==> src/hw/rtl/page_replacement_fifo_lru_defines.svh <==
// Assertion macros shared by the frame table RTL.
// Every macro samples on clk and is disabled while rst is high.
`ifndef PAGE_REPLACEMENT_FIFO_LRU_DEFINES_SVH
`define PAGE_REPLACEMENT_FIFO_LRU_DEFINES_SVH

// Check that a condition holds at every clock edge.
`define PFL_ASSERT_ALWAYS(label, cond, msg) \
  label: assert property (@(posedge clk) disable iff (rst) (cond)) else $error(msg);

// Check that a consequence holds in the same cycle as its trigger.
`define PFL_ASSERT_IMPL(label, ante, cons, msg) \
  label: assert property (@(posedge clk) disable iff (rst) (ante) |-> (cons)) \
    else $error(msg);

// Check that a consequence holds in the cycle after its trigger.
`define PFL_ASSERT_NEXT(label, ante, cons, msg) \
  label: assert property (@(posedge clk) disable iff (rst) (ante) |=> (cons)) \
    else $error(msg);

`endif

==> src/hw/rtl/pfl_pkg.sv <==
// Shared constants, codes and types of the page frame table.
// No dependencies; imported by every module of the block.
package pfl_pkg;

  // Sizes
  localparam int MAX_FRAMES = 8;
  localparam int SLOT_W     = 3;
  localparam int FC_W       = 4;
  localparam int PAGE_W     = 8;
  localparam int FAULT_W    = 16;

  localparam logic [FAULT_W-1:0] FAULT_MAX = '1;
  localparam logic [FC_W-1:0]    FC_ONE    = FC_W'(1);
  localparam logic [FC_W-1:0]    FC_RESET  = FC_W'(MAX_FRAMES);

  // Command queue between front and back (depth is a power of two)
  localparam int Q_DEPTH = 2;
  localparam int Q_PTR_W = 1;
  localparam int Q_CNT_W = 2;

  // Register indexes
  localparam int REG_IDX_W = 1;
  localparam logic [REG_IDX_W-1:0] REG_POLICY      = 1'b0;
  localparam logic [REG_IDX_W-1:0] REG_FRAME_COUNT = 1'b1;

  // Operation codes
  localparam logic OP_REF   = 1'b0;
  localparam logic OP_CLEAR = 1'b1;

  // Replacement policies
  localparam logic POLICY_FIFO = 1'b0;
  localparam logic POLICY_LRU  = 1'b1;

  // Decoded command word
  typedef struct packed {
    logic              clear;
    logic [PAGE_W-1:0] page;
  } cmd_t;

endpackage

==> src/hw/rtl/pfl_front.sv <==
// Front end: accepts input words, decodes the op and queues commands.
// Depends on pfl_pkg and the assertion macros header.
`include "page_replacement_fifo_lru_defines.svh"

module pfl_front import pfl_pkg::*; (
  input  logic              clk,
  input  logic              rst,
  input  logic              push,
  input  logic              op,
  input  logic [PAGE_W-1:0] page,
  output logic              full,
  input  logic              q_take,
  output logic              q_valid,
  output cmd_t              q_cmd
);

  cmd_t                 q_mem [Q_DEPTH];
  logic [Q_PTR_W-1:0]   wr_ptr;
  logic [Q_PTR_W-1:0]   rd_ptr;
  logic [Q_CNT_W-1:0]   q_cnt;
  logic                 accept;
  cmd_t                 cmd_in;

  // Decode the incoming word; a clear carries no page
  always_comb begin
    cmd_in.clear = (op == OP_CLEAR);
    cmd_in.page  = (op == OP_CLEAR) ? '0 : page;
  end

  assign full    = (q_cnt == Q_CNT_W'(Q_DEPTH));
  assign accept  = push && !full;
  assign q_valid = (q_cnt != '0);
  assign q_cmd   = q_mem[rd_ptr];

  // Advance pointers and occupancy
  always_ff @(posedge clk) begin
    if (rst) begin
      wr_ptr <= '0;
      rd_ptr <= '0;
      q_cnt  <= '0;
    end else begin
      if (accept) wr_ptr <= wr_ptr + Q_PTR_W'(1);
      if (q_take) rd_ptr <= rd_ptr + Q_PTR_W'(1);
      if (accept && !q_take) q_cnt <= q_cnt + Q_CNT_W'(1);
      else if (!accept && q_take) q_cnt <= q_cnt - Q_CNT_W'(1);
    end
  end

  // Store the decoded word
  always_ff @(posedge clk) begin
    if (accept) q_mem[wr_ptr] <= cmd_in;
  end

  `PFL_ASSERT_IMPL(a_take_nonempty, q_take, q_cnt != '0, "command taken from empty queue")

endmodule

==> src/hw/rtl/pfl_back.sv <==
// Back end: frame table, replacement update, configuration and report sequencer.
// Depends on pfl_pkg and the assertion macros header.
`include "page_replacement_fifo_lru_defines.svh"

module pfl_back import pfl_pkg::*; (
  input  logic                 clk,
  input  logic                 rst,
  input  logic                 wr_en,
  input  logic [REG_IDX_W-1:0] wr_index,
  input  logic [FC_W-1:0]      wr_data,
  input  logic                 q_valid,
  input  cmd_t                 q_cmd,
  output logic                 q_take,
  output logic                 empty,
  input  logic                 pop,
  output logic [SLOT_W-1:0]    slot,
  output logic [PAGE_W-1:0]    slot_page,
  output logic                 slot_valid,
  output logic                 fault,
  output logic [FAULT_W-1:0]   fault_number,
  output logic                 last
);

  localparam logic ST_IDLE   = 1'b0;
  localparam logic ST_REPORT = 1'b1;

  // Configuration
  logic              policy;
  logic [FC_W-1:0]   frame_count;
  logic [FC_W-1:0]   n_use;

  // Frame table
  logic [PAGE_W-1:0]     page_q [MAX_FRAMES];
  logic [PAGE_W-1:0]     page_up [MAX_FRAMES];
  logic [PAGE_W-1:0]     page_next [MAX_FRAMES];
  logic [MAX_FRAMES-1:0] valid_q;
  logic [MAX_FRAMES-1:0] valid_next;
  logic [SLOT_W-1:0]     ptr;
  logic [SLOT_W-1:0]     ptr_c;
  logic [SLOT_W-1:0]     ptr_next;
  logic [FC_W-1:0]       filled;
  logic [FC_W-1:0]       filled_c;
  logic [FC_W-1:0]       filled_next;
  logic [FAULT_W-1:0]    fault_cnt;
  logic [MAX_FRAMES-1:0] fill_mask;

  // Lookup
  logic [MAX_FRAMES-1:0] hit;
  logic [MAX_FRAMES-1:0] at_or_past_hit;
  logic                  fault_c;

  // Report sequencer
  logic              state;
  logic [SLOT_W-1:0] rpt_slot;
  logic              rpt_last;
  logic              fault_r;
  logic [FAULT_W-1:0] before_r;
  logic              out_valid;
  logic              load;
  logic              last_load;

  // Clamp the frame count to the built range
  always_comb begin
    if (frame_count == '0) n_use = FC_ONE;
    else if (frame_count > FC_RESET) n_use = FC_RESET;
    else n_use = frame_count;
  end

  assign filled_c = (filled > n_use) ? n_use : filled;
  assign ptr_c    = ({1'b0, ptr} >= n_use) ? '0 : ptr;

  // Next-newer neighbor of each frame, for stack shifts
  genvar g;
  generate
    for (g = 0; g < MAX_FRAMES; g++) begin : g_up
      if (g < MAX_FRAMES - 1) begin : g_mid
        assign page_up[g] = page_q[g+1];
      end else begin : g_top
        assign page_up[g] = page_q[g];
      end
    end
  endgenerate

  // Search frames in use and mark everything from the first hit upward
  always_comb begin
    for (int k = 0; k < MAX_FRAMES; k++) begin
      hit[k] = valid_q[k] && (page_q[k] == q_cmd.page) && (FC_W'(k) < n_use);
      fill_mask[k] = (FC_W'(k) < filled);
    end
    at_or_past_hit[0] = hit[0];
    for (int k = 1; k < MAX_FRAMES; k++) begin
      at_or_past_hit[k] = at_or_past_hit[k-1] | hit[k];
    end
  end

  assign fault_c = ~|hit;

  // Work out the table after this reference
  always_comb begin
    page_next   = page_q;
    valid_next  = valid_q;
    ptr_next    = ptr_c;
    filled_next = filled_c;
    if (policy == POLICY_FIFO) begin
      if (fault_c) begin
        page_next[ptr_c]  = q_cmd.page;
        valid_next[ptr_c] = 1'b1;
        if (!valid_q[ptr_c] && (filled_c < n_use)) filled_next = filled_c + FC_ONE;
        ptr_next = (({1'b0, ptr_c} + FC_ONE) >= n_use) ? '0 : ptr_c + SLOT_W'(1);
      end
    end else begin
      if (!fault_c) begin
        // move the hit page to the newest end
        for (int k = 0; k < MAX_FRAMES; k++) begin
          if (at_or_past_hit[k] && (FC_W'(k + 1) < filled_c)) page_next[k] = page_up[k];
          else if (FC_W'(k + 1) == filled_c) page_next[k] = q_cmd.page;
        end
      end else if (filled_c < n_use) begin
        // append above the newest
        page_next[filled_c[SLOT_W-1:0]]  = q_cmd.page;
        valid_next[filled_c[SLOT_W-1:0]] = 1'b1;
        filled_next = filled_c + FC_ONE;
      end else begin
        // drop the oldest and append
        for (int k = 0; k < MAX_FRAMES; k++) begin
          if (FC_W'(k + 1) < n_use) page_next[k] = page_up[k];
          else if (FC_W'(k + 1) == n_use) page_next[k] = q_cmd.page;
        end
      end
    end
  end

  // Sequencer handshakes
  assign rpt_last  = (({1'b0, rpt_slot} + FC_ONE) == n_use);
  assign load      = (state == ST_REPORT) && (!out_valid || pop);
  assign last_load = load && rpt_last;
  assign q_take    = q_valid && ((state == ST_IDLE) || last_load);
  assign empty     = !out_valid;

  // Control state: configuration, table status, counters
  always_ff @(posedge clk) begin
    if (rst) begin
      policy      <= POLICY_FIFO;
      frame_count <= FC_RESET;
      valid_q     <= '0;
      ptr         <= '0;
      filled      <= '0;
      fault_cnt   <= '0;
      state       <= ST_IDLE;
      out_valid   <= 1'b0;
    end else begin
      if (wr_en) begin
        case (wr_index)
          REG_POLICY:      policy <= wr_data[0];
          REG_FRAME_COUNT: frame_count <= wr_data;
          default: ;
        endcase
        valid_q   <= '0;
        ptr       <= '0;
        filled    <= '0;
        fault_cnt <= '0;
      end else if (q_take) begin
        if (q_cmd.clear) begin
          valid_q   <= '0;
          ptr       <= '0;
          filled    <= '0;
          fault_cnt <= '0;
          state     <= ST_IDLE;
        end else begin
          valid_q <= valid_next;
          ptr     <= ptr_next;
          filled  <= filled_next;
          if (fault_c && (fault_cnt != FAULT_MAX)) fault_cnt <= fault_cnt + FAULT_W'(1);
          state   <= ST_REPORT;
        end
      end else if (last_load) begin
        state <= ST_IDLE;
      end

      if (load) out_valid <= 1'b1;
      else if (pop) out_valid <= 1'b0;
    end
  end

  // Payload: page store, report context, output word
  always_ff @(posedge clk) begin
    if (q_take && !q_cmd.clear) begin
      page_q   <= page_next;
      fault_r  <= fault_c;
      before_r <= fault_cnt;
      rpt_slot <= '0;
    end else if (load) begin
      rpt_slot <= rpt_slot + SLOT_W'(1);
    end
    if (load) begin
      slot         <= rpt_slot;
      slot_page    <= valid_q[rpt_slot] ? page_q[rpt_slot] : '0;
      slot_valid   <= valid_q[rpt_slot];
      fault        <= fault_r;
      fault_number <= before_r;
      last         <= rpt_last;
    end
  end

  `PFL_ASSERT_ALWAYS(a_fill_count, $countones(valid_q) == filled, "fill count disagrees with valid bits")
  `PFL_ASSERT_IMPL(a_lru_packed, policy == POLICY_LRU, valid_q == fill_mask, "LRU stack has a hole")
  `PFL_ASSERT_IMPL(a_slot_range, state == ST_REPORT, {1'b0, rpt_slot} < n_use, "report past frames in use")
  `PFL_ASSERT_NEXT(a_fault_step, q_take && !wr_en && !q_cmd.clear && fault_c && (fault_cnt != FAULT_MAX), fault_cnt == $past(fault_cnt) + FAULT_W'(1), "fault counter missed a fault")

endmodule

==> src/hw/rtl/page_replacement_fifo_lru.sv <==
// Page frame table with FIFO or LRU replacement (top level; uses pfl_pkg, pfl_front,
// pfl_back). Words enter through a push/full port and decoded commands wait in a two-deep
// queue; the back end updates the table for a reference, then reports every frame in
// use (1 to 8), one result word per cycle while pop is held, through a registered pop/empty
// port; the next reference is taken as the last report word of the one before is loaded.
// A clear reports nothing. Write policy or frame_count only while idle: any write also
// empties the table and the fault counter.
module page_replacement_fifo_lru import pfl_pkg::*; (
  input  logic                 clk,
  input  logic                 rst,
  input  logic                 push,
  output logic                 full,
  input  logic                 op,
  input  logic [PAGE_W-1:0]    page,
  output logic                 empty,
  input  logic                 pop,
  output logic [SLOT_W-1:0]    slot,
  output logic [PAGE_W-1:0]    slot_page,
  output logic                 slot_valid,
  output logic                 fault,
  output logic [FAULT_W-1:0]   fault_number,
  output logic                 last,
  input  logic                 wr_en,
  input  logic [REG_IDX_W-1:0] wr_index,
  input  logic [FC_W-1:0]      wr_data
);

  logic q_valid;
  logic q_take;
  cmd_t q_cmd;

  // Accept and decode
  pfl_front u_front (
    .clk     (clk),
    .rst     (rst),
    .push    (push),
    .op      (op),
    .page    (page),
    .full    (full),
    .q_take  (q_take),
    .q_valid (q_valid),
    .q_cmd   (q_cmd)
  );

  // Update table and report
  pfl_back u_back (
    .clk          (clk),
    .rst          (rst),
    .wr_en        (wr_en),
    .wr_index     (wr_index),
    .wr_data      (wr_data),
    .q_valid      (q_valid),
    .q_cmd        (q_cmd),
    .q_take       (q_take),
    .empty        (empty),
    .pop          (pop),
    .slot         (slot),
    .slot_page    (slot_page),
    .slot_valid   (slot_valid),
    .fault        (fault),
    .fault_number (fault_number),
    .last         (last)
  );

endmodule

==> config.mk <==
export PLATFORM = sky130hd
export DESIGN_NAME = page_replacement_fifo_lru
export DESIGN_NICKNAME = d
export VERILOG_FILES = /design/src/hw/rtl/pfl_pkg.sv /design/src/hw/rtl/pfl_front.sv /design/src/hw/rtl/pfl_back.sv /design/src/hw/rtl/page_replacement_fifo_lru.sv
export VERILOG_INCLUDE_DIRS = /design/src /design/src/hw/rtl
export SDC_FILE = /design/constraint.sdc
export NUM_CORES = 1
export LEC_CHECK = 0
export BUFFER_PORTS_ARGS = -buffer_cell sky130_fd_sc_hd__clkbuf_2
export CORE_ASPECT_RATIO = 1.2
export CORE_MARGIN = 1.5
export CORE_UTILIZATION = 55
export DETAILED_ROUTE_END_ITERATION = 7
export GPL_ROUTABILITY_DRIVEN = 1
export GPL_TIMING_DRIVEN = 1
export MAX_ROUTING_LAYER = met4
export PLACE_DENSITY = 0.73
export SLEW_MARGIN = 10
export SYNTH_ARGS = -nofsm -noshare
export SYNTH_HDL_FRONTEND = slang
export SYNTH_HIERARCHICAL = 1
export SYNTH_SLANG_ARGS = --single-unit
export TNS_END_PERCENT = 30
==> constraint.sdc <==
create_clock -name clk -period 7.2 [get_ports clk]
set_input_delay 0.36 -clock clk [delete_from_list [all_inputs] [get_ports clk]]
set_output_delay 0.36 -clock clk [all_outputs]
set_load 0.01 [all_outputs]
**Word-level counts from Yosys, hierarchy flattened**

Memory sizes are Yosys's and may differ from the RTL's. A register that Yosys moved wholly into a read port is not among the register bits.
Cells that the tools add are included.

- Logic and storage cells: 287
- Memories: 1
- RAM bits: 18
- Output and inout bits: 32
- Input port bits: 19
- Register bits after elaboration: 156

Memory list:

| memory | words | bits a word | rd ports | clocked after Yosys merged registers in | wr ports | RTL line | text |
|---|---|---|---|---|---|---|---|
| u_front.q_mem | 2 | 9 | 1 | 1 | 1 | pfl_front.sv:17 | `cmd_t q_mem [Q_DEPTH];` |

- Bitwise operators: 15
- Magnitude comparators: 32
- Mux-type cells: 86
- Equality and inequality tests: 48
- Add/sub/neg operators: 10
- Reduce and logical (&&, ||, !) cells: 67

Operators with widths:

| operator | number |
|---|---|
| $mux W8 | 42 |
| $mux W64 | 4 |
| $bwmux W64 | 2 |
| $eq A8 B8 Y1 | 8 |
| $demux W8 S3 | 2 |
| $logic_and A1 B1 Y1 | 37 |
| $mux W4 | 9 |
| $ne A5 B5 Y1 const B | 7 |
| $eq A3 B4 Y1 const A | 8 |
| $lt A3 B4 Y1 const A | 8 |
| $mux W16 | 2 |
| $reduce_and A4 Y1 | 7 |
| $bmux W8 S3 | 1 |
| $ne A3 B3 Y1 const B | 7 |
| $add A16 B1 Y16 const B | 1 |
| $eq A2 B4 Y1 const A | 4 |
| $lt A2 B4 Y1 const A | 4 |
| $ne A16 B16 Y1 const B | 1 |
| $or A8 B8 Y8 | 2 |
| $mux W3 | 5 |
| $mux W1 | 13 |
| $ge A4 B4 Y1 const B | 3 |
| $lt A1 B4 Y1 const A | 3 |
| $lt A3 B4 Y1 const B | 3 |
| other kinds (37) | 75 |

**Longest topological paths before layout**

Gate-level depths: netlist (run 1).

- Word-level depth: 16
- Mapped depth: 23

**Cells and area by module**

The synthesis (run 1) kept the hierarchy.

Modules (own cells, without submodules):

| module | cells each | instances | area each (um2) |
|---|---|---|---|
| pfl_back | 954 | 1 | 9,763.1 |
| pfl_front | 61 | 1 | 915.9 |

**Worst setup path before layout (run 1)**

Ideal clock, no wire load.

- Path type: register -> register
- Start point: register u_back.frame_count[2]
- End point: register u_back/page_q[0] (netlist name), enable pin
- Library setup time: 0.402 ns
- Arrival: 4.889 ns
- Path slack: 1.909 ns
- Stages on the path, launching flop included: 19
- Required time: 6.798 ns
- Cells stage by stage: dfxtp_1 buf_2 nor2b_1 inv_1 ha_1 a211oi_1 and2_1 buf_2 o21ai_0 a21boi_2 inv_1 ha_1 a2111oi_0 o211ai_2 and2_1 buf_2 nand2_1 nor2_1 a2111oi_1

- Word-level cells in the longest chain between the ends: 15

Ends and longest elaborated chain:

| what | RTL line | text |
|---|---|---|
| start, declared | pfl_back.sv:29 | `logic [FC_W-1:0] frame_count;` |
| start signal, assigned | pfl_back.sv:155 | `REG_FRAME_COUNT: frame_count <= wr_data;` |
| $gt A4 B4 Y1 | pfl_back.sv:65 | `else if (frame_count > FC_RESET) n_use = FC_RESET;` |
| $mux W4 | pfl_back.sv:65 |  |
| $mux W4 * | pfl_back.sv:64 | `if (frame_count == '0) n_use = FC_ONE;` |
| $lt A1 B4 Y1 | pfl_back.sv:87 | `hit[k] = valid_q[k] && (page_q[k] == q_cmd.page) && (FC_W'(k) < n_use);` |
| $logic_and A1 B1 Y1 | pfl_back.sv:87 |  |
| $or A1 B1 Y1 (7 in a row) | pfl_back.sv:92 | `at_or_past_hit[k] = at_or_past_hit[k-1] \| hit[k];` |
| $logic_and A1 B1 Y1 | pfl_back.sv:115 | `if (at_or_past_hit[k] && (FC_W'(k + 1) < filled_c)) page_next[k] = page_up[k];` |
| $ne A2 B2 Y1 (no line) | n/a |  |
| $reduce_and A6 Y1 (no line) * | n/a |  |
| end signal, assigned | pfl_back.sv:188 | `page_q <= page_next;` |
| end, declared | pfl_back.sv:33 | `logic [PAGE_W-1:0] page_q [MAX_FRAMES];` |

Mark *: on every way between the ends. The rest lies on a longest branch, timed or not.
A chain may end at the register's enable or synchronous reset.

**Worst setup path after layout (run 1)**

- Start point: register u_back.frame_count[3]
- End point: register u_back/page_q[5] (netlist name), enable pin

Same word-level chain as after synthesis.

==> impl_metrics.tcl, run 1 <==
set metrics [dict create \
    status "complete, no violations" \
    antenna_cells 0 \
    power_per_cell_area_nw_per_um2 270 \
    post-cts-setup-buffer-count 0 \
    clock_latency_ns 0.45 \
    drt_iter0_drc 918 \
    rr_startpoint "u_back/frame_count[3]" \
    slew_viol_final 0 \
    die_w_um 130 \
    dp.cells 1271 \
    r2r_cells 14 \
    r2r_end "u_back/page_q[5]" \
    cts_resized 0 \
    synth_fa_ha_area_share_pct 2.46 \
    power_mw 3.16 \
    grt_pass1_wl_um 46800 \
    nets 1074 \
    drtPass1Iterations 8 \
    holdPathStages 3 \
    via_per_inst 6.65 \
    dp_hpwl_um 20800 \
    antenna_found_initial 0 \
    rsz0062_at_grt "false" \
    r2r_setup_slack_ns 0.78 \
    synthSimpleGateAreaFrac_pct 15.2 \
    path_clk_slew_ns 0.08 \
    stdcell_area_um2 11700 \
    yosysSeqAreaShare_pct 44.9 \
    ir_drop_mv 0.177 \
    min_to "u_back/frame_count[1]" \
    fillers 1578 \
    crit_fanout 18 \
    hold_buffers 0 \
    final_util_pct 61.9 \
    initial_core_util_pct 56.4 \
    rows 55 \
    path_class "register to register" \
    p_leak_nw 4.17 \
    grt-ovfl-total 0 \
    cts_buffers 17 \
    ys_warn_count 6 \
    track_usage_pct 31.6 \
    synthCells 1015 \
    final_hold_viol_count 0 \
    crit_path_start "u_back/frame_count[3]" \
    drive_above_1_share_pct 15.3 \
    clock.fmax_ghz 0.156 \
    required_ns 7.27 \
    synth_ff_type "edfxtp_1" \
    syn_nets 1055 \
    num_io_pins 51 \
    hp-start "wr_data[1]" \
    critPathArrivalTime_ns 6.49 \
    num_vias 8665 \
    synth_area_um2 10700 \
    cap_violations 0 \
    ys_ff_latch 175 \
    ys_types 88 \
    async_reset_ff_share_pct 0 \
    grt_max_degree 67 \
    clock_sinks 175 \
    cts_tree "yes" \
    maxSlewHeadroom_pct 20.6 \
    finClkSkew_ns 0.00977 \
    core_area_um2 18900 \
    setup_viol 0 \
    worst_slew_pin_slew_ns 1.18 \
    wl_um 30100 \
    holdCritPathClass "primary input to register" \
    synth_edf_count 129 \
    syn-mean-instance-area_um2 10.5 \
    synth_top_family_by_area "compound AO/OA/AOI/OAI gates" \
    placed_area_um2 11100 \
    drtAntennaViolNets 0 \
    avgRoutedWirePerCell_um 23.1 \
    htreeDepth 4 \
    period_needed_ns 6.42 \
    fin_crit_sh_pct 89.2 \
    area_growth_pct 9.65 \
    endpoint_kind "register" \
    muxShareOfSynthArea_pct 7.14 \
    tns_ns 0 \
    grt_pass1_vias 8221 \
    die_area_um2 20300 \
    fin_cells 1303 \
    startpoint_type "register" \
    synth_xor_area_share_pct 6.97 \
    routabilityCongestion 0.971 \
    clock_path_buffers 2 \
    route.detailed.drc 0 \
    synth-compound-area-share_pct 19.3 \
    numPortBuffers 50 \
    clockRootBuffer "clkbuf_16" \
    die_h_um 156 \
]
==> how the worst max path moves through the flow <==
stage,end
2_1_floorplan,u_back/page_q[0]
3_3_place_gp,u_back/page_q[4]
3_5_place_dp,u_back/page_q[0]
4_1_cts,u_back/page_q[2]
5_1_grt,u_back/page_q[2]
6_report,u_back/page_q[5]
==> cell families (layout without fill, tap and decap cells) <==
family / Yosys count / count (layout)
xor gates and xnor gates: 85 / 85
adders and majority gates: 21 / 21
AOI/OAI and AO/OA: 278 / 278
buffers and inverters: 93 / 125
and+or+nand+nor: 312 / 312
muxes: 51 / 51
DFF: 175 / 175
==> layout by cell type, fill, tap and decap left out, drive strengths merged, types with 14 or more instances in the layout <==
master	instances
nor2b	20
dfxtp	46
inv	30
buf	19
clkbuf	67
nor4	14
mux2i	21
a21o	14
a21oi	79
mux4	19
edfxtp	129
ha	21
xor2	36
nand2	68
o21ai	34
nor2	62
nor3	16
xnor2	49
a221o	24
a22o	32
nand3	61
==> sequential cells by signal, summed over array words and instances (netlist names), 2 cells and up, named ones only <==
signal               cells
u_back/before_r         16
u_back/fault_cnt        16
u_back/fault_number     16
u_back/filled            4
u_back/frame_count       4
u_back/page_q           64
u_back/ptr               3
u_back/rpt_slot          3
u_back/slot              3
u_back/slot_page         8
u_back/valid_q           8
u_front/q_cnt            2
u_front/q_mem           18
==> through the flow <==
stage          setup WS, ns  hold slack [ns]
2_1_floorplan          1.91            0.400
3_3_place_gp           1.17            0.401
3_5_place_dp          0.933            0.405
4_1_cts               0.897            0.144
5_1_grt               0.252            0.160
6_report              0.776            0.152
==> Yosys cell counts, types with 9 or more instances <==
master	count	area (µm²)
mux2i_1	21	210
nand3_1	60	300
nand4_1	11	68.8
o31ai_1	11	82.6
nor2_1	59	221
buf_2	15	75.1
nor2b_1	19	119
ha_1	21	263
nor4_1	13	81.3
inv_1	17	63.8
o21a_1	10	75.1
nand2b_1	11	68.8
a32o_1	10	100
edfxtp_1	129	3870
mux4_2	19	428
a221o_1	24	240
xnor2_1	49	429
clkbuf_1	32	120
a22o_1	32	280
buf_1	9	33.8
nor3_1	14	70.1
o21ai_0	25	125
dfxtp_1	46	921
xor2_1	36	315
nand2_1	68	255
buf_4	9	67.6
and3_1	9	56.3
and2_1	9	56.3
a21o_1	14	105
a21oi_1	77	385
mux2_1	9	101
==> metal layers <==
metal	wire length, µm	global-route usage, %	up-vias
met4	1480	16.9	0
met2	14100	48.8	451
met3	2230	4.63	95
met5	0	-	-
li1	-	-	3922
met1	12200	40.1	4197
==> worst max-delay path: stages, from the launching register on <==
cell and delay (ns):
dfxtp_1 0.75, clkinv_1 0.46, nand2_1 0.42, ha_1 0.33, a41oi_1 0.42, nand2_1 0.37, a21oi_2 0.39, inv_2 0.15
ha_1 0.31, a2111oi_0 0.54, o211ai_2 0.26, and2_1 0.36, nand2_1 0.16, nor2_1 0.06, a2111oi_2 1.05
==> final cells by class <==
type	instances	area (µm²)	area share, %
clock buffer	17	425	3.63
multi-input combinational	747	5470	46.7
inverter	24	90.1	0.769
timing repair buffer	69	393	3.36
clock inverter	15	220	1.88
tap	256	320	2.74
sequential	175	4800	41.0
==> report_power, final <==
part / internal, mW / leakage, nW / switching, mW
combinational: 0.334 / 2.27 / 0.566
sequential: 1.21 / 1.60 / 0.0642
clock: 0.491 / 0.310 / 0.498
total: 2.04 / 4.17 / 1.13
Note: power is estimated with default switching activity, not from simulation.
==> run 2, diff against run 1 <==
- PLACE_DENSITY: 0.73 -> 0.75
- clock period: 7.2 -> 5.6 ns (I/O delays scaled with it)
==> run 2 against run 1 <==
Against the previous run:
- die area did not move
- worst setup slack worse by 0.33 ns
- final area grew 0.94%
- combinational power is 32% higher
- sequential share of layout area shrank 0.38 points
- via count increased by 1.9%
- first-iteration DRC count up 6.2%
- critical path type unchanged
- largest cell class unchanged
- highest routed layer unchanged
==> impl_metrics.tcl, run 2 (synthesized netlist as in run 1, its figures left out) <==
set metrics [dict create \
    final_cell_mix "129 x edfxtp_1, 76 x a21oi_1, 66 x nand2_1, 60 x nand3_1, 58 x nor2_1" \
    grt_pass1_vias 8321 \
    slew_viol_final 0 \
    startpoint_type "register" \
    drtPass1Iterations 7 \
    drtAntennaViolNets 0 \
    cts_tree "yes" \
    worst_slew_pin_slew_ns 1.23 \
    cts_buffers 17 \
    htreeDepth 4 \
    tns_ns 0 \
    antenna_found_initial 0 \
    setup_viol 0 \
    clock.fmax_ghz 0.194 \
    cts_resized 0 \
    critPathArrivalTime_ns 5.35 \
    reg_top3 "u_back/page_q (64), u_front/q_mem (18)" \
    cap_violations 0 \
    period_needed_ns 5.15 \
    num_io_pins 51 \
    area_growth_pct 10.7 \
    drive_above_1_share_pct 16.8 \
    grt-ovfl-total 0 \
    die_w_um 130 \
    track_usage_pct 31.6 \
    antenna_cells 0 \
    p_leak_nw 4.24 \
    fin_crit_sh_pct 92.0 \
    path_clk_slew_ns 0.08 \
    dp_hpwl_um 21300 \
    initial_core_util_pct 56.4 \
    finClkSkew_ns 0.0149 \
    drt_iter0_drc 975 \
    r2r_end "u_back/page_q[56]" \
    crit_path_start "u_back/frame_count[3]" \
    path_class "register to register" \
    ir_drop_mv 0.223 \
    grt_max_degree 66 \
    rows 55 \
    wl_um 30200 \
    power_mw 4.08 \
    rsz0062_at_grt "false" \
    core_area_um2 18900 \
    timing.critical_path.to "u_back/page_q[56]" \
    clock_sinks 175 \
    maxSlewHeadroom_pct 17.9 \
    holdWs_ns 0.0695 \
    clock_path_buffers 2 \
    via_per_inst 6.71 \
    hold_buffers 0 \
    r2r_setup_slack_ns 0.45 \
    final_common_cell "edfxtp_1" \
    nets 1088 \
    fin_cells 1317 \
    clockRootBuffer "clkbuf_16" \
    holdCritPathClass "primary input to register" \
    num_vias 8833 \
    routabilityCongestion 1.00 \
    final_hold_viol_count 0 \
    numPortBuffers 50 \
    r2r_cells 16 \
    largest_register_ffs 64 \
    clock_latency_ns 0.44 \
    required_ns 5.80 \
    status "complete, no violations" \
    die_area_um2 20300 \
    route.detailed.drc 0 \
    dp.cells 1285 \
    top_register "u_back/page_q" \
    post-cts-setup-buffer-count 0 \
    power_per_cell_area_nw_per_um2 345 \
    rr_startpoint "u_back/frame_count[3]" \
    crit_fanout 13 \
    avgRoutedWirePerCell_um 22.9 \
    die_h_um 156 \
    grt_pass1_wl_um 46800 \
    endpoint_kind "register" \
]
## run 2: worst min-delay path by stage
| stage | to | cells after the start | from |
|---|---|---|---|
| 3_3_place_gp | u_back/fault_number[15] | 0 | u_back/before_r[15] |
| 5_1_grt | u_back/frame_count[2] | 3 | wr_data[2] |
| 3_5_place_dp | u_back/fault_number[15] | 0 | u_back/before_r[15] |
| 2_1_floorplan | u_front/q_cnt[1] | 1 | rst |
| 4_1_cts | u_back/frame_count[2] | 3 | wr_data[2] |
| 6_report | u_back/frame_count[1] | 3 | wr_data[1] |
## run 2: routing by layer
layer	part of all wire (%)	track usage, %	vias up	wire [µm]
li1	-	-	3957	-
met1	39	38.8	4249	11900
met2	47	49.4	526	14300
met3	7.8	4.94	101	2350
met4	5.5	18.0	0	1670
met5	0	-	-	0
## run 2: stage by stage
stage	area, µm²	util, %	setup WS (ns)
6_report	11800	62.5	0.446
2_1_floorplan	10700	-	0.309
3_5_place_dp	11200	59.0	0.449
5_1_grt	11800	62.5	0.0448
3_3_place_gp	11200	59.0	0.571
4_1_cts	11800	62.4	0.356
## run 2: power by group
| group | internal (mW) | switching, mW | total [mW] |
|---|---|---|---|
| registers | 1.56 | 0.0749 | 1.63 |
| logic | 0.440 | 0.747 | 1.19 |
| clock network | 0.630 | 0.633 | 1.26 |
| total | 2.63 | 1.46 | 4.08 |
## run 2: critical path: stages, from the launching register on
cell	delay [ns]
dfxtp_1	0.56
clkinv_1	0.23
buf_4	0.21
nand2_1	0.10
ha_1	0.27
a41oi_1	0.45
nand2_2	0.28
a21oi_2	0.24
inv_2	0.11
ha_1	0.30
a2111oi_0	0.53
o211ai_2	0.24
and2_1	0.36
a211oi_2	0.31
o21ai_1	0.12
a31o_2	0.35
a22o_1	0.25
## run 2: cell type report
cell class                 count  area, µm²
clock buffer                  17        425
clock inverter                15        214
fill                        1532       7100
inverter                      24       90.1
multi-input combinational    747       5480
sequential                   175       4800
tap                          256        320
timing repair buffer          83        498
==> run 3, diff against run 2 <==
- CORE_MARGIN: 1.5 -> 3
- CTS_CLUSTER_SIZE: not set -> 8
==> run 3 against run 2 <==
Against the previous run:
- register-to-register slack better by 0.095 ns
- sequential share of layout area up 0.086 points
- worst hold slack better by 0.00083 ns
- maximum frequency up 1.9%
- sequential cell count unchanged
- critical path depth down 1
- sequential power about the same
- count of clock-buffer cells in the layout unchanged
- worst setup slack better by 0.095 ns
- utilization down 0.36 points
- clock power about the same
- first-iteration DRC count up 11%
- largest power group unchanged
==> impl_metrics.tcl, run 3 (synthesized netlist as in run 1, its figures left out) <==
set metrics [dict create \
    maxSlewHeadroom_pct 19.6 \
    met2_usage_pct 47.3 \
    finClkSkew_ns 0.0123 \
    slew_viol_final 0 \
    nets 1086 \
    period_needed_ns 5.06 \
    grt_pass1_vias 8281 \
    antenna_cells 0 \
    power_per_cell_area_nw_per_um2 344 \
    route.detailed.drc 0 \
    final_util_pct 62.1 \
    cap_violations 0 \
    grt_pass1_wl_um 46700 \
    holdCritPathClass "primary input to register" \
    numPortBuffers 50 \
    antenna_found_initial 0 \
    track_usage_pct 29.4 \
    area_growth_pct 10.5 \
    rows 55 \
    preCtsSetupSlack_ns 0.499 \
    required_ns 5.79 \
    num_io_pins 51 \
    drive_above_1_share_pct 16.3 \
    drtAntennaViolNets 0 \
    setup_slack_ns 0.542 \
    final_hold_viol_count 0 \
    largest_register_ffs 64 \
    path_clk_slew_ns 0.08 \
    gr-usage-met3_pct 4.42 \
    path_class "register to register" \
    grt-busiest-layer "met2" \
    drt_iter0_drc 1087 \
    clock.fmax_ghz 0.198 \
    die_w_um 133 \
    core_area_um2 19000 \
    ir_drop_mv 0.222 \
    reg_top3 "u_back/page_q (64), u_front/q_mem (18)" \
    initial_core_util_pct 56.2 \
    dp_hpwl_um 21400 \
    via_per_inst 6.67 \
    holdWs_ns 0.0703 \
    crit_fanout 13 \
    hold_buffers 0 \
    post-cts-setup-buffer-count 0 \
    top_register "u_back/page_q" \
    clockRootBuffer "clkbuf_16" \
    critPathArrivalTime_ns 5.25 \
    cts_tree "yes" \
    rsz0062_at_grt "false" \
    num_vias 8772 \
    htreeDepth 4 \
    worst_slew_pin_slew_ns 1.20 \
    endpoint_kind "register" \
    p_leak_nw 4.23 \
    grt-ovfl-total 0 \
    final_common_cell "edfxtp_1" \
    clock_path_buffers 2 \
    met1_usage_pct 35.4 \
    drtPass1Iterations 5 \
    tns_ns 0 \
    avgRoutedWirePerCell_um 22.9 \
    clock_latency_ns 0.45 \
    die_area_um2 21100 \
    die_h_um 159 \
    wl_um 30100 \
    final_cell_mix "129 x edfxtp_1, 77 x a21oi_1, 67 x nand2_1, 60 x nand3_1, 59 x nor2_1" \
    setup_viol 0 \
    grt_max_degree 43 \
    status "complete, no violations" \
    routabilityCongestion 1.03 \
    startpoint_type "register" \
    fin_crit_sh_pct 90.3 \
    cts_buffers 17 \
    clock_sinks 175 \
]
==> run 3: layer usage <==
metal  wire [µm]  vias to the layer above  share of wire [%]
li1            -                     3942                  -
met1       11700                     4202                 39
met2       14400                      512                 48
met3        2280                      116                7.6
met4        1780                        0                5.9
met5           0                        -                  0
==> run 3: worst paths after layout <==
path                          from                      to  slack (ns)  cells after the start
max          u_back/frame_count[2]       u_back/page_q[62]        0.54                     15
min                     wr_data[2]   u_back/frame_count[2]        0.07                      3
max reg2reg  u_back/frame_count[2]       u_back/page_q[62]        0.54                     15
min reg2reg     u_back/before_r[9]  u_back/fault_number[9]        0.42                      0
==> run 3: worst max-delay path: stages (launching register included) <==
cell and delay (ns):
dfxtp_1 0.36, nor2b_2 0.28, inv_1 0.22, ha_1 0.39, a41oi_1 0.46, nand2_2 0.28, a21oi_2 0.24, inv_2 0.12
ha_1 0.30, a2111oi_0 0.51, o211ai_2 0.23, and2_1 0.36, a211oi_2 0.35, o21ai_1 0.12, a31o_2 0.34, a22o_1 0.26
==> run 3: power breakdown <==
| group | switching (mW) | leakage [nW] | total [mW] | internal (mW) |
|---|---|---|---|---|
| Sequential | 0.0794 | 1.60 | 1.64 | 1.56 |
| Clock | 0.626 | 0.306 | 1.25 | 0.626 |
| Combinational | 0.727 | 2.32 | 1.17 | 0.440 |
==> run 3: area by class of cell <==
class                   instances  area (µm²)
flip-flops and latches        175        4800
clock buffers                  17         425
fillers                      1553        7200
inverters                      24        90.1
multi-input cells             747        5470
clock inverters                15         211
well taps                     256         320
repair buffers                 81         483
==> run 3: metrics by stage <==
stage | power (mW) | area (µm²) | instances
after floorplan | 2.49 | 10700 | 1015
after global placement | 2.78 | 11200 | 1283
after detailed placement | 2.82 | 11200 | 1283
after CTS | 4.06 | 11800 | 1315
after global routing | 4.23 | 11800 | 1315
final | 4.06 | 11800 | 1315
==> run 3: what timing repair did <==
item | 4_1_cts | 5_1_grt
resized for setup | 0 | 2
setup endpoints to repair | 0 | 89
hold endpoints to repair | 0 | 0
